`src/rtl/core/dbl_pkg.sv`:
```
// Shared types and constants for the depth buffer linearizer core.
// Used by dbl_cfg, dbl_front, dbl_div_cell and depth_buffer_linearizer_core.
package dbl_pkg;

  localparam int unsigned MAX_DIM   = 4096;
  localparam int unsigned DIM_W     = 13;
  localparam int unsigned ROW_W     = 12;
  localparam int unsigned IDX_W     = 24;
  localparam int unsigned Z_W       = 25;
  localparam int unsigned PLANE_W   = 32;
  localparam int unsigned QUO_W     = 32;
  localparam int unsigned DVS_W     = 58;
  localparam int unsigned FEED_W    = 8;
  localparam int unsigned NUM_CELLS = QUO_W;
  localparam int unsigned ADDR_W    = 5;

  typedef enum logic [2:0] {
    REG_NEAR   = 3'd0,
    REG_FAR    = 3'd1,
    REG_MODE   = 3'd2,
    REG_WIDTH  = 3'd3,
    REG_HEIGHT = 3'd4
  } reg_idx_t;

  localparam logic [PLANE_W-1:0] NEAR_RST   = 32'd655;
  localparam logic [PLANE_W-1:0] FAR_RST    = 32'd6553600;
  localparam logic               MODE_RST   = 1'b0;
  localparam logic [DIM_W-1:0]   WIDTH_RST  = 13'd640;
  localparam logic [DIM_W-1:0]   HEIGHT_RST = 13'd480;

  typedef struct packed {
    logic [PLANE_W-1:0] near_clip;
    logic [PLANE_W-1:0] far_clip;
    logic               depth_mode;
    logic [DIM_W-1:0]   frame_width;
    logic [DIM_W-1:0]   frame_height;
  } cfg_t;

  // Token travelling along the divider chain.
  typedef struct packed {
    logic               valid;
    logic               sat;
    logic [DVS_W-1:0]   rem;
    logic [DVS_W-1:0]   dvs;
    logic [FEED_W-1:0]  feed;
    logic [QUO_W-1:0]   quo;
    logic [ROW_W-1:0]   drow;
    logic [IDX_W-1:0]   idx;
  } cell_t;

  function automatic logic [DIM_W-1:0] clamp_dim(input logic [DIM_W-1:0] v);
    logic [DIM_W-1:0] lim;
    lim = DIM_W'(MAX_DIM);
    return (v > lim) ? lim : v;
  endfunction

endpackage

```
`src/rtl/core/dbl_div_cell.sv`:
```
// One restoring-division cell: produces one quotient bit per token.
// Depends on dbl_pkg for cell_t.
module dbl_div_cell import dbl_pkg::*; (
  input  logic  clk,
  input  logic  rst_n,
  input  logic  adv,
  input  cell_t din,
  output cell_t dout
);

  logic [DVS_W:0]   trial;
  logic [DVS_W:0]   diff;
  logic             take;
  cell_t            dout_r;

  // For a token that is not saturated, the remainder stays below the divisor, so it fits DVS_W bits.
  assign trial = {din.rem, din.feed[FEED_W-1]};
  assign diff  = trial - {1'b0, din.dvs};
  assign take  = (trial >= {1'b0, din.dvs});
  assign dout  = dout_r;

  always_ff @(posedge clk) begin
    if (!rst_n) begin
      dout_r.valid <= 1'b0;
    end else if (adv) begin
      dout_r.valid <= din.valid;
    end
    if (adv) begin
      dout_r.sat  <= din.sat;
      dout_r.rem  <= take ? diff[DVS_W-1:0] : trial[DVS_W-1:0];
      dout_r.dvs  <= din.dvs;
      dout_r.feed <= {din.feed[FEED_W-2:0], 1'b0};
      dout_r.quo  <= {din.quo[QUO_W-2:0], take};
      dout_r.drow <= din.drow;
      dout_r.idx  <= din.idx;
    end
  end

endmodule

```
`config.mk`:
```
export PLATFORM = sky130hd
export DESIGN_NAME = dbl_div_cell
export DESIGN_NICKNAME = d
export VERILOG_FILES = /design/src/rtl/core/dbl_pkg.sv /design/src/rtl/core/dbl_div_cell.sv
export SDC_FILE = /design/constraint.sdc
export NUM_CORES = 1
export LEC_CHECK = 0
export BUFFER_PORTS_ARGS = -buffer_cell sky130_fd_sc_hd__buf_2
export CORE_AREA = 4 4 151 153
export CTS_CLUSTER_SIZE = 24
export DETAILED_ROUTE_END_ITERATION = 7
export DIE_AREA = 0 0 155 157
export GPL_TIMING_DRIVEN = 0
export PLACE_DENSITY = 0.86
export SLEW_MARGIN = 40
export SYNTH_ARGS = -nofsm -noshare
export SYNTH_HDL_FRONTEND = slang
export SYNTH_SLANG_ARGS = --single-unit
```
`constraint.sdc`:
```
create_clock -name clk -period 7 [get_ports clk]
set_clock_uncertainty 0.1 [all_clocks]
set_input_delay 1.05 -clock clk [delete_from_list [all_inputs] [get_ports clk]]
set_output_delay 1.05 -clock clk [all_outputs]
set_load 0.03 [all_outputs]
```
==> impl_metrics.csv <==
group,metric,value,unit
timing,final_hold_viol_count,0,
placed_design,place_congestion,0.898,
die,rows,54,
clock_tree,clockBufferDepth,2,
clock_tree,cts_root_buf,"clkbuf_16",
global_route,first_global_vias,8651,
layout,largest_reg_flops,193,
timing,tightest_slew,0.736,ns
timing,max_slew_margin,0.503,
synth,ys.flop_type,"edfxtp_1",
layout,seq_area,5790,um^2
flow_run,drv_cap,0,
drt,drc,0,
clock_tree,post-cts-setup-buffers,0,
timing,drv_slew,0,
timing,setup_viol,0,
critical_path,critPathLaunchType,"primary input",
layout,instances_no_fill,1622,
layout,fillers,1758,
critical_path,rr_worst_depth,2,
die,core,21600,um^2
clock_tree,cts-hold-fix-buffers,0,
clock_tree,htree_levels,4,
drt,wire_per_inst,19.8,um
layout,nets,1582,
synth,yosys.area.top_type,"edfxtp_1",
layout,multi_input_area,3960,um^2
timing,setup_tns,0,ns
global_route,grt_use_total,0.251,
global_route,grt_max_degree,82,
die,dieArea,24300,um^2
synth,yosys_warnings,0,
global_route,grt_pass1_wl,47.8,mm
critical_path,worstSetupPathType,"in -> reg",
clock_tree,path_clk_slew,0.08,ns
placed_design,dp_cells,1587,
layout,syn_to_final_growth,29.2,%
critical_path,cp-end-kind,"flip-flop",
clock_tree,cts_resized,0,
layout,drive_gt1_frac,0.339,
clock_tree,cts_tree,"yes",
die,ioPinCount,391,
synth,ys_ff_latch,193,
timing,rsz0062_at_grt,"false",
synth,synth.most_common_cell,"edfxtp_1",
pwr,leakagePower,5.88,nW
critical_path,r2r_slack,6.28,ns
critical_path,cp.required,7.08,ns
timing,fin_crit_sh,0.625,
drt,num_vias,8875,
die,die_y,157,um
drt,vias_per_cell,5.47,
outcome,status,"finished, final reports clean",
critical_path,arrival,4.45,ns
placed_design,dp_hpwl,25.8,mm
global_route,grt-ovfl-total,0,
pwr,powerDensity,256,nW/um^2
worst_hold_path,hold_depth,2,
synth,synthTopCellsByCount,"192 x edfxtp_1, 124 x nand2_1, 76 x o21ai_0, 73 x inv_1, 72 x a21oi_1",
timing,period_minus_slack,4.37,ns
die,die_w,155,um
drt,firstDrtPassIters,5,
synth,syn-cell-area,10200,um^2
clock_tree,cts_buffers,17,
clock_tree,cts_sinks,193,
global_route,grt_antenna_before_repair,7,
synth,syn-num-nets,1173,
timing,fmax,0.229,GHz
synth,synth.top_cell.area_share,0.565,
synth,synth.avg_cell_area,11.1,um^2
drt,drt_wl_total,32.2,mm
synth,synthTopCellsByArea,"edfxtp_1 57%, ha_1 7.1%, nand2_1 4.6%, o21ai_0 3.7%, a21oi_1 3.5%",
layout,fin_util,0.611,
pwr,ir_drop,0.000159,V
drt,drtIter0Drc,570,
synth,synth-edff-count,192,
drt,antenna_left,0,
synth,async_reset_ff_frac,0,
synth,synth_seq_area_share,0.567,
die,start_util,0.473,
synth,yosysUniqueCellTypes,72,
placed_design,numPortBuffers,388,
worst_hold_path,holdCritPathClass,"reg -> reg",
synth,syn_inst,917,
clock_tree,worstSkewPairLatency,0.43,ns
critical_path,cp_max_fo,10,
-- metal layers --
metal,part of all wire,vias up,global-route usage
met2,0.50,427,0.432
met1,0.37,4214,0.307
met5,0.0021,-,0
li1,-,4170,-
met3,0.096,56,0.0712
met4,0.029,8,0.0824
-- layout by cell type, fill, tap and decap left out, types with 7 or more instances in the layout --
cell type / count
a21o_1: 21
a21oi_1: 72
buf_2: 393
clkbuf_1: 21
clkbuf_16: 17
edfxtp_1: 192
ha_1: 58
inv_1: 73
nand2_1: 124
nand3_1: 15
nand4_1: 13
nor2_1: 40
nor3_1: 13
o21a_1: 9
o21ai_0: 76
o21ai_2: 7
o21bai_1: 13
xnor2_1: 32
xor2_1: 18
-- critical path: stages --
cell and delay, ns:
buf_2 0.09, inv_1 0.04, ha_1 0.26, clkbuf_1 0.26, nand2_1 0.18, nor4_1 0.54
nand2_1 0.11, a21oi_1 0.38, o211a_1 0.25, a22o_1 0.20, a31o_2 0.29, a31oi_4 0.14
buf_6 0.19, buf_6 0.15, mux2_1 0.32
-- power by group --
group          switching [mW]  internal, mW  total [mW]
clock                   0.528         0.491        1.02
combinational           0.619         0.292       0.911
sequential             0.0299          1.41        1.44
total                    1.18          2.20        3.38
-- kinds of logic (layout without fill, tap and decap cells) --
family / Yosys count / count (layout) / share of synthesized area
buffers and inverters: 109 / 531 / 0.0442
adders and majority gates: 59 / 59 / 0.0731
xor gates and xnor gates: 50 / 50 / 0.0429
AOI/OAI and AO/OA: 255 / 255 / 0.157
and+or+nand+nor: 245 / 245 / 0.109
muxes: 5 / 5 / 0.00601
other: 1 / 4 / 0.000368
DFF: 193 / 193 / 0.567
-- area by class of cell --
cell class	count	share of cell area
flip-flops and latches	193	0.439
multi-input cells	615	0.301
repair buffers	390	0.152
clock buffers	17	0.0323
well taps	280	0.0266
inverters	74	0.0211
clock inverters	15	0.0142
plain buffers	35	0.0131
diodes	3	0.000570
-- path summary, 6_finish.rpt --
path                           from                      to
min          dout[193]$_SDFFE_PN0P_  dout[193]$_SDFFE_PN0P_
max reg2reg  dout[193]$_SDFFE_PN0P_  dout[193]$_SDFFE_PN0P_
max                        din[102]     dout[135]$_DFFE_PP_
min reg2reg  dout[193]$_SDFFE_PN0P_  dout[193]$_SDFFE_PN0P_
-- through the flow --
stage                     cell area, um^2  power [mW]  hold slack (ns)  setup WS (ns)
after global routing                13200        3.52            0.469           2.48
final                               13200        3.38            0.446           2.63
after global placement              12500        2.36            0.394           2.28
after detailed placement            12600        2.38            0.429           2.29
after floorplan                     10200        2.06            0.540           2.98
after CTS                           13200        3.39            0.449           2.72
Power figures use the tool's default switching activity.
