$ cat config.mk
export PLATFORM = sky130hd
export DESIGN_NAME = dbl_cfg
export DESIGN_NICKNAME = d
export VERILOG_FILES = /design/src/rtl/core/dbl_pkg.sv /design/src/rtl/core/dbl_cfg.sv
export SDC_FILE = /design/constraint.sdc
export NUM_CORES = 1
export LEC_CHECK = 0
export BUFFER_PORTS_ARGS = -buffer_cell sky130_fd_sc_hd__buf_2
export CORE_MARGIN = 2
export CORE_UTILIZATION = 48
export DETAILED_ROUTE_END_ITERATION = 10
export PLACE_DENSITY = 0.82
export SYNTH_ARGS = -nofsm -noshare
export SYNTH_HDL_FRONTEND = slang
export SYNTH_SLANG_ARGS = --single-unit
$ cat constraint.sdc
create_clock -name clk -period 2.1 [get_ports clk]
set_clock_uncertainty 0.2 [all_clocks]
set_input_delay 0.42 -clock clk [delete_from_list [all_inputs] [get_ports clk]]
set_output_delay 0.42 -clock clk [all_outputs]
set_load 0.1 [all_outputs]
$ cat src/rtl/core/dbl_pkg.sv
// Shared types and constants for the depth buffer linearizer core.
// Used by dbl_cfg, dbl_front, dbl_div_cell and depth_buffer_linearizer_core.
package dbl_pkg;

  localparam int unsigned MAX_DIM   = 4096;
  localparam int unsigned DIM_W     = 13;
  localparam int unsigned ROW_W     = 12;
  localparam int unsigned IDX_W     = 24;
  localparam int unsigned Z_W       = 25;
  localparam int unsigned PLANE_W   = 32;
  localparam int unsigned QUO_W     = 32;
  localparam int unsigned DVS_W     = 58;
  localparam int unsigned FEED_W    = 8;
  localparam int unsigned NUM_CELLS = QUO_W;
  localparam int unsigned ADDR_W    = 5;

  typedef enum logic [2:0] {
    REG_NEAR   = 3'd0,
    REG_FAR    = 3'd1,
    REG_MODE   = 3'd2,
    REG_WIDTH  = 3'd3,
    REG_HEIGHT = 3'd4
  } reg_idx_t;

  localparam logic [PLANE_W-1:0] NEAR_RST   = 32'd655;
  localparam logic [PLANE_W-1:0] FAR_RST    = 32'd6553600;
  localparam logic               MODE_RST   = 1'b0;
  localparam logic [DIM_W-1:0]   WIDTH_RST  = 13'd640;
  localparam logic [DIM_W-1:0]   HEIGHT_RST = 13'd480;

  typedef struct packed {
    logic [PLANE_W-1:0] near_clip;
    logic [PLANE_W-1:0] far_clip;
    logic               depth_mode;
    logic [DIM_W-1:0]   frame_width;
    logic [DIM_W-1:0]   frame_height;
  } cfg_t;

  // Token travelling along the divider chain.
  typedef struct packed {
    logic               valid;
    logic               sat;
    logic [DVS_W-1:0]   rem;
    logic [DVS_W-1:0]   dvs;
    logic [FEED_W-1:0]  feed;
    logic [QUO_W-1:0]   quo;
    logic [ROW_W-1:0]   drow;
    logic [IDX_W-1:0]   idx;
  } cell_t;

  function automatic logic [DIM_W-1:0] clamp_dim(input logic [DIM_W-1:0] v);
    logic [DIM_W-1:0] lim;
    lim = DIM_W'(MAX_DIM);
    return (v > lim) ? lim : v;
  endfunction

endpackage

$ cat src/rtl/core/dbl_cfg.sv
// APB-style configuration register file for the depth buffer linearizer.
// Depends on dbl_pkg for register indexes, reset values and cfg_t.
module dbl_cfg import dbl_pkg::*; (
  input  logic              clk,
  input  logic              rst_n,
  input  logic              cfg_psel,
  input  logic              cfg_penable,
  input  logic              cfg_pwrite,
  input  logic [ADDR_W-1:0] cfg_paddr,
  input  logic [31:0]       cfg_pwdata,
  output logic [31:0]       cfg_prdata,
  output logic              cfg_pready,
  output cfg_t              cfg
);

  cfg_t     cfg_r;
  cfg_t     cfg_nxt;
  reg_idx_t idx;
  logic     wr_en;

  assign idx        = reg_idx_t'(cfg_paddr[ADDR_W-1:2]);
  assign wr_en      = cfg_psel && cfg_penable && cfg_pwrite;
  assign cfg_pready = 1'b1;
  assign cfg        = cfg_r;

  always_comb begin
    cfg_nxt = cfg_r;
    if (wr_en) begin
      unique case (idx)
        REG_NEAR:   cfg_nxt.near_clip    = cfg_pwdata;
        REG_FAR:    cfg_nxt.far_clip     = cfg_pwdata;
        REG_MODE:   cfg_nxt.depth_mode   = cfg_pwdata[0];
        REG_WIDTH:  cfg_nxt.frame_width  = cfg_pwdata[DIM_W-1:0];
        REG_HEIGHT: cfg_nxt.frame_height = cfg_pwdata[DIM_W-1:0];
        default:    cfg_nxt = cfg_r;
      endcase
    end
  end

  always_comb begin
    unique case (idx)
      REG_NEAR:   cfg_prdata = cfg_r.near_clip;
      REG_FAR:    cfg_prdata = cfg_r.far_clip;
      REG_MODE:   cfg_prdata = {31'd0, cfg_r.depth_mode};
      REG_WIDTH:  cfg_prdata = {{(32-DIM_W){1'b0}}, cfg_r.frame_width};
      REG_HEIGHT: cfg_prdata = {{(32-DIM_W){1'b0}}, cfg_r.frame_height};
      default:    cfg_prdata = 32'd0;
    endcase
  end

  always_ff @(posedge clk) begin
    if (!rst_n) begin
      cfg_r.near_clip    <= NEAR_RST;
      cfg_r.far_clip     <= FAR_RST;
      cfg_r.depth_mode   <= MODE_RST;
      cfg_r.frame_width  <= WIDTH_RST;
      cfg_r.frame_height <= HEIGHT_RST;
    end else begin
      cfg_r <= cfg_nxt;
    end
  end

endmodule

==> results_tabular.tex <==
\begin{tabular}{lr}
\hline
Metric & Value \\
\hline
\multicolumn{2}{l}{\textbf{Status}} \\
\quad Outcome & finished, violations left \\
\quad Violations in the final reports & negative setup slack \\
\multicolumn{2}{l}{\textbf{Clock tree}} \\
\quad CTS Root Buffer Type & clkbuf\_8 \\
\quad CTS Buffer Depth & 2 \\
\quad Number of levels in the clock H-tree & 3 \\
\quad Count of hold buffers inserted by post-cts repair & 0 \\
\quad Clock-pin slew on the worst setup and hold paths & 100 ps \\
\quad Count of clock tree sinks & 91 \\
\quad Clk Latency, worst-skew pair & 360 ps \\
\quad Number of buffers inserted during clock tree synthesis & 9 \\
\quad CTS tree & done \\
\multicolumn{2}{l}{\textbf{Drt}} \\
\quad DRT Pass-1 Iters & 5 \\
\quad Initial DRC Count & 164 \\
\quad Final wirelength & 13500 um \\
\quad Routed vias & 3969 \\
\quad Via-to-Cell Ratio & 5.59 \\
\quad Post-route DRC violation count & 0 \\
\quad WL per Instance & 19.0 um \\
\quad Antenna Nets Post-Route & 0 \\
\multicolumn{2}{l}{\textbf{Worst setup path}} \\
\quad Reg2reg start & cfg[7]\$\_SDFFE\_PN1P\_ \\
\quad Ordered list of cells on the worst path & buf\_12 > nor3b\_4 > buf\_12 > a22o\_1 > a221o\_2 > buf\_12 \\
\quad Worst Path Max Fanout & 14 \\
\quad Element type at the critical path end & primary output \\
\quad Required time at the endpoint of the critical path & 1480 ps \\
\quad Crit path top cell by count & buf\_12 \\
\quad Slack of the worst reg-to-reg path & 1130 ps \\
\quad Launching instance or port of the critical path & cfg\_paddr[4] \\
\quad CP peak stage delay & 340 ps \\
\quad Setup crit start kind & input port \\
\quad Crit path DAT & 1600 ps \\
\quad Category of the critical setup timing path & input port to primary output \\
\quad Reg-to-Reg End & cfg[7]\$\_SDFFE\_PN1P\_ \\
\quad Worst-case reg-to-reg path depth & 3 \\
\quad Max stage delay cell, worst path & a221o\_2 \\
\multicolumn{2}{l}{\textbf{Floorplanning}} \\
\quad Height of the die & 95.7 um \\
\quad X dimension of the die & 95.7 um \\
\quad Placeable core region & 8180 um2 \\
\quad Die outline area & 9160 um2 \\
\quad Number of rows created at floorplan & 33 \\
\quad Initial core utilization & 49.4\% \\
\quad Total I/O pin count & 166 \\
\multicolumn{2}{l}{\textbf{Cells and area}} \\
\quad Sequential Area & 1840 um2 \\
\quad Layout cells sized above 1 & 45.8\% \\
\quad Leading cell types in the layout, fill and taps excluded & buf\_2, nand2\_1, dfxtp\_1 \\
\quad Area of the multi-input gates & 2340 um2 \\
\quad Number of filler cells placed in the layout & 520 \\
\quad Number of flip-flops under the largest register name & 91 \\
\quad Number of nets in the final layout & 642 \\
\quad Most common cell after layout, fill and taps aside & buf\_2 \\
\quad Post-route standard cell area excluding fillers & 6400 um2 \\
\quad Growth of design area from synthesis to finish & 58.5\% \\
\quad Antenna Diode Count & 0 \\
\multicolumn{2}{l}{\textbf{STA}} \\
\quad Post-route fraction of the period consumed by the critical path & 106\% \\
\quad Slew @ Worst Pin & 518 ps \\
\quad Final total negative setup slack & -1600 ps \\
\quad Tightest hold margin & 117 ps \\
\quad Max-slew headroom at the worst pin & 65.7\% \\
\quad Final worst-path setup slack & -118 ps \\
\quad Min cycle time layout & 2220 ps \\
\quad Hold Vio Cnt, Final & 0 \\
\quad Setup repair after global routing missed its margin & true \\
\quad Number of failing setup endpoints in the final timing report & 28 \\
\quad Max-slew violation count & 0 \\
\quad Maximum clock rate & 0.451 GHz \\
\multicolumn{2}{l}{\textbf{Global route}} \\
\quad Largest net degree at the start of global routing & 53 \\
\quad Global-route wire length before repair & 20500 um \\
\quad Global route overflow & 0 \\
\quad Combined global-route utilization of all metal layers & 29.5\% \\
\quad Number of global-route vias before repair & 4058 \\
\quad Antenna violations before repair & 0 \\
\multicolumn{2}{l}{\textbf{Power and ir drop}} \\
\quad Leakage power total & 3.07 nW \\
\quad Sequential fraction of design power & 50.3\% \\
\quad Power density over the cells & 545 nW/um2 \\
\quad Switching share of power & 30.4\% \\
\quad Part of the total power dissipated in combinational logic & 17.9\% \\
\quad Internal Power & 0.00243 W \\
\quad Clock network fraction of total power & 31.8\% \\
\quad Net switching power figure & 0.00106 W \\
\quad Worst vdd rail ir drop & 0.450 mV \\
\quad Total power & 0.00349 W \\
\multicolumn{2}{l}{\textbf{Worst hold path}} \\
\quad Class of the worst hold path & input port to flop \\
\quad Hold EP & cfg[86]\$\_SDFFE\_PN0P\_ \\
\quad Launch instance of the worst min-delay path & cfg\_pwdata[27] \\
\quad Cell count of the worst hold path & 3 \\
\multicolumn{2}{l}{\textbf{Yosys}} \\
\quad Mean area per synthesized cell & 9.64 um2 \\
\quad Area of the mapped netlist & 4040 um2 \\
\quad Post-synthesis register bit count & 91 \\
\quad Area share of the largest cell type after synthesis & 45.1\% \\
\quad Sequential cell area fraction in the yosys report & 45.1\% \\
\quad Instance count of the mapped netlist & 419 \\
\quad Number of distinct standard cells referenced by the synthesized netlist & 39 \\
\quad Post-synthesis net count & 461 \\
\quad Top cells by area in the synthesized netlist & dfxtp\_1, mux2i\_1, nand2\_1, a22o\_1, a221o\_1 \\
\quad Biggest area consumer among synthesized cells & dfxtp\_1 \\
\quad Number of synthesis warnings & 0 \\
\multicolumn{2}{l}{\textbf{Place}} \\
\quad Placed Instance Area & 5960 um2 \\
\quad Count of buffers from port buffering & 162 \\
\quad GPL Wtd Cong & 0.818 \\
\quad Post-DP HPWL & 8890 um \\
\quad Worst setup slack before clock tree synthesis & -201 ps \\
\multicolumn{2}{l}{\textbf{Run}} \\
\quad Maxcap violations & 0 \\
\hline
\end{tabular}
==> routing by layer <==
metal	part of all wire, %	global-route usage, %	vias to the layer above
met4	2.3	11.3	0
met1	38	32.5	1925
met5	0	0	-
li1	-	-	1839
met2	52	54.1	181
met3	7.5	7.60	24
==> layout make-up <==
cell class	count	area share, %
sequential	91	28.7
inverter	14	0.821
clock inverter	5	0.606
timing repair buffer	202	28.9
clock buffer	11	2.21
tap	105	2.05
multi-input combinational	282	36.6
==> power groups by stage <==
stage,clock network (W),registers (W),logic [W]
2_1_floorplan,0,0.00189,0.000280
3_3_place_gp,0,0.00179,0.000555
3_5_place_dp,0,0.00179,0.000566
4_1_cts,0.00111,0.00175,0.000627
5_1_grt,0.00118,0.00175,0.000650
6_report,0.00111,0.00175,0.000625
==> critical path: cells and delay by family <==
family | cells | cell delay, ps
AOI/OAI and AO/OA | 2 | 580
buffers and inverters | 3 | 440
and+or+nand+nor | 1 | 150
==> timing repair <==
item | CTS | global route
cloned | 5 | 0
gates resized for setup | 30 | 8
endpoints found under the setup margin | 32 | 32
pin swaps | 20 | 20
buffers inserted | 15 | 1
==> logic make-up (layout without fill, tap and decap cells) <==
kind of cell    after synthesis  count (layout)  synth area share (%)
simple gates                138             139                  16.2
other cells                   1               1                0.0929
flops                        91              91                  45.1
buf+inv                      47             232                  5.86
compound gates               64              64                  13.4
mux                          78              78                  19.4
==> stage by stage <==
step / cells / util (%)
detailed placement: 680 / 72.8
global placement: 680 / 72.8
finish: 710 / 78.3
CTS: 713 / 78.7
floorplan: 419 / -
global route: 710 / 78.3
==> Yosys cell counts <==
cell type,n
o21ai_1,1
nand4b_4,1
nand3b_1,1
nand2_8,1
nand2_4,1
a21oi_1,2
dfxtp_1,91
buf_2,6
nor3b_4,1
o21ai_0,2
and4b_1,1
inv_1,14
nor3_2,1
nand3_2,1
a31oi_1,1
a22o_1,31
o311ai_1,3
nand2b_1,2
nor2_2,1
clkbuf_1,17
a22oi_1,1
and3_1,1
nor3_4,1
mux2i_1,77
nand2_1,108
and4_1,1
conb_1,1
and3b_1,2
nand3_1,9
mux2_1,1
buf_6,4
o22ai_1,1
a221o_1,12
a211o_1,1
and2_2,1
buf_4,6
o211ai_1,9
nor2b_1,1
nor2_1,3
==> how the worst max path moves through the flow <==
stage                     endpoint  slack (ps)  depth (start not counted)
floorplan            cfg_prdata[7]         -50                          5
global placement    cfg_prdata[19]        -200                          7
detailed placement  cfg_prdata[19]        -200                          7
CTS                  cfg_prdata[2]        -130                          6
global route         cfg_prdata[2]        -130                          6
finish              cfg_prdata[10]        -120                          6
No activity file was read; power rests on OpenSTA's default activity.
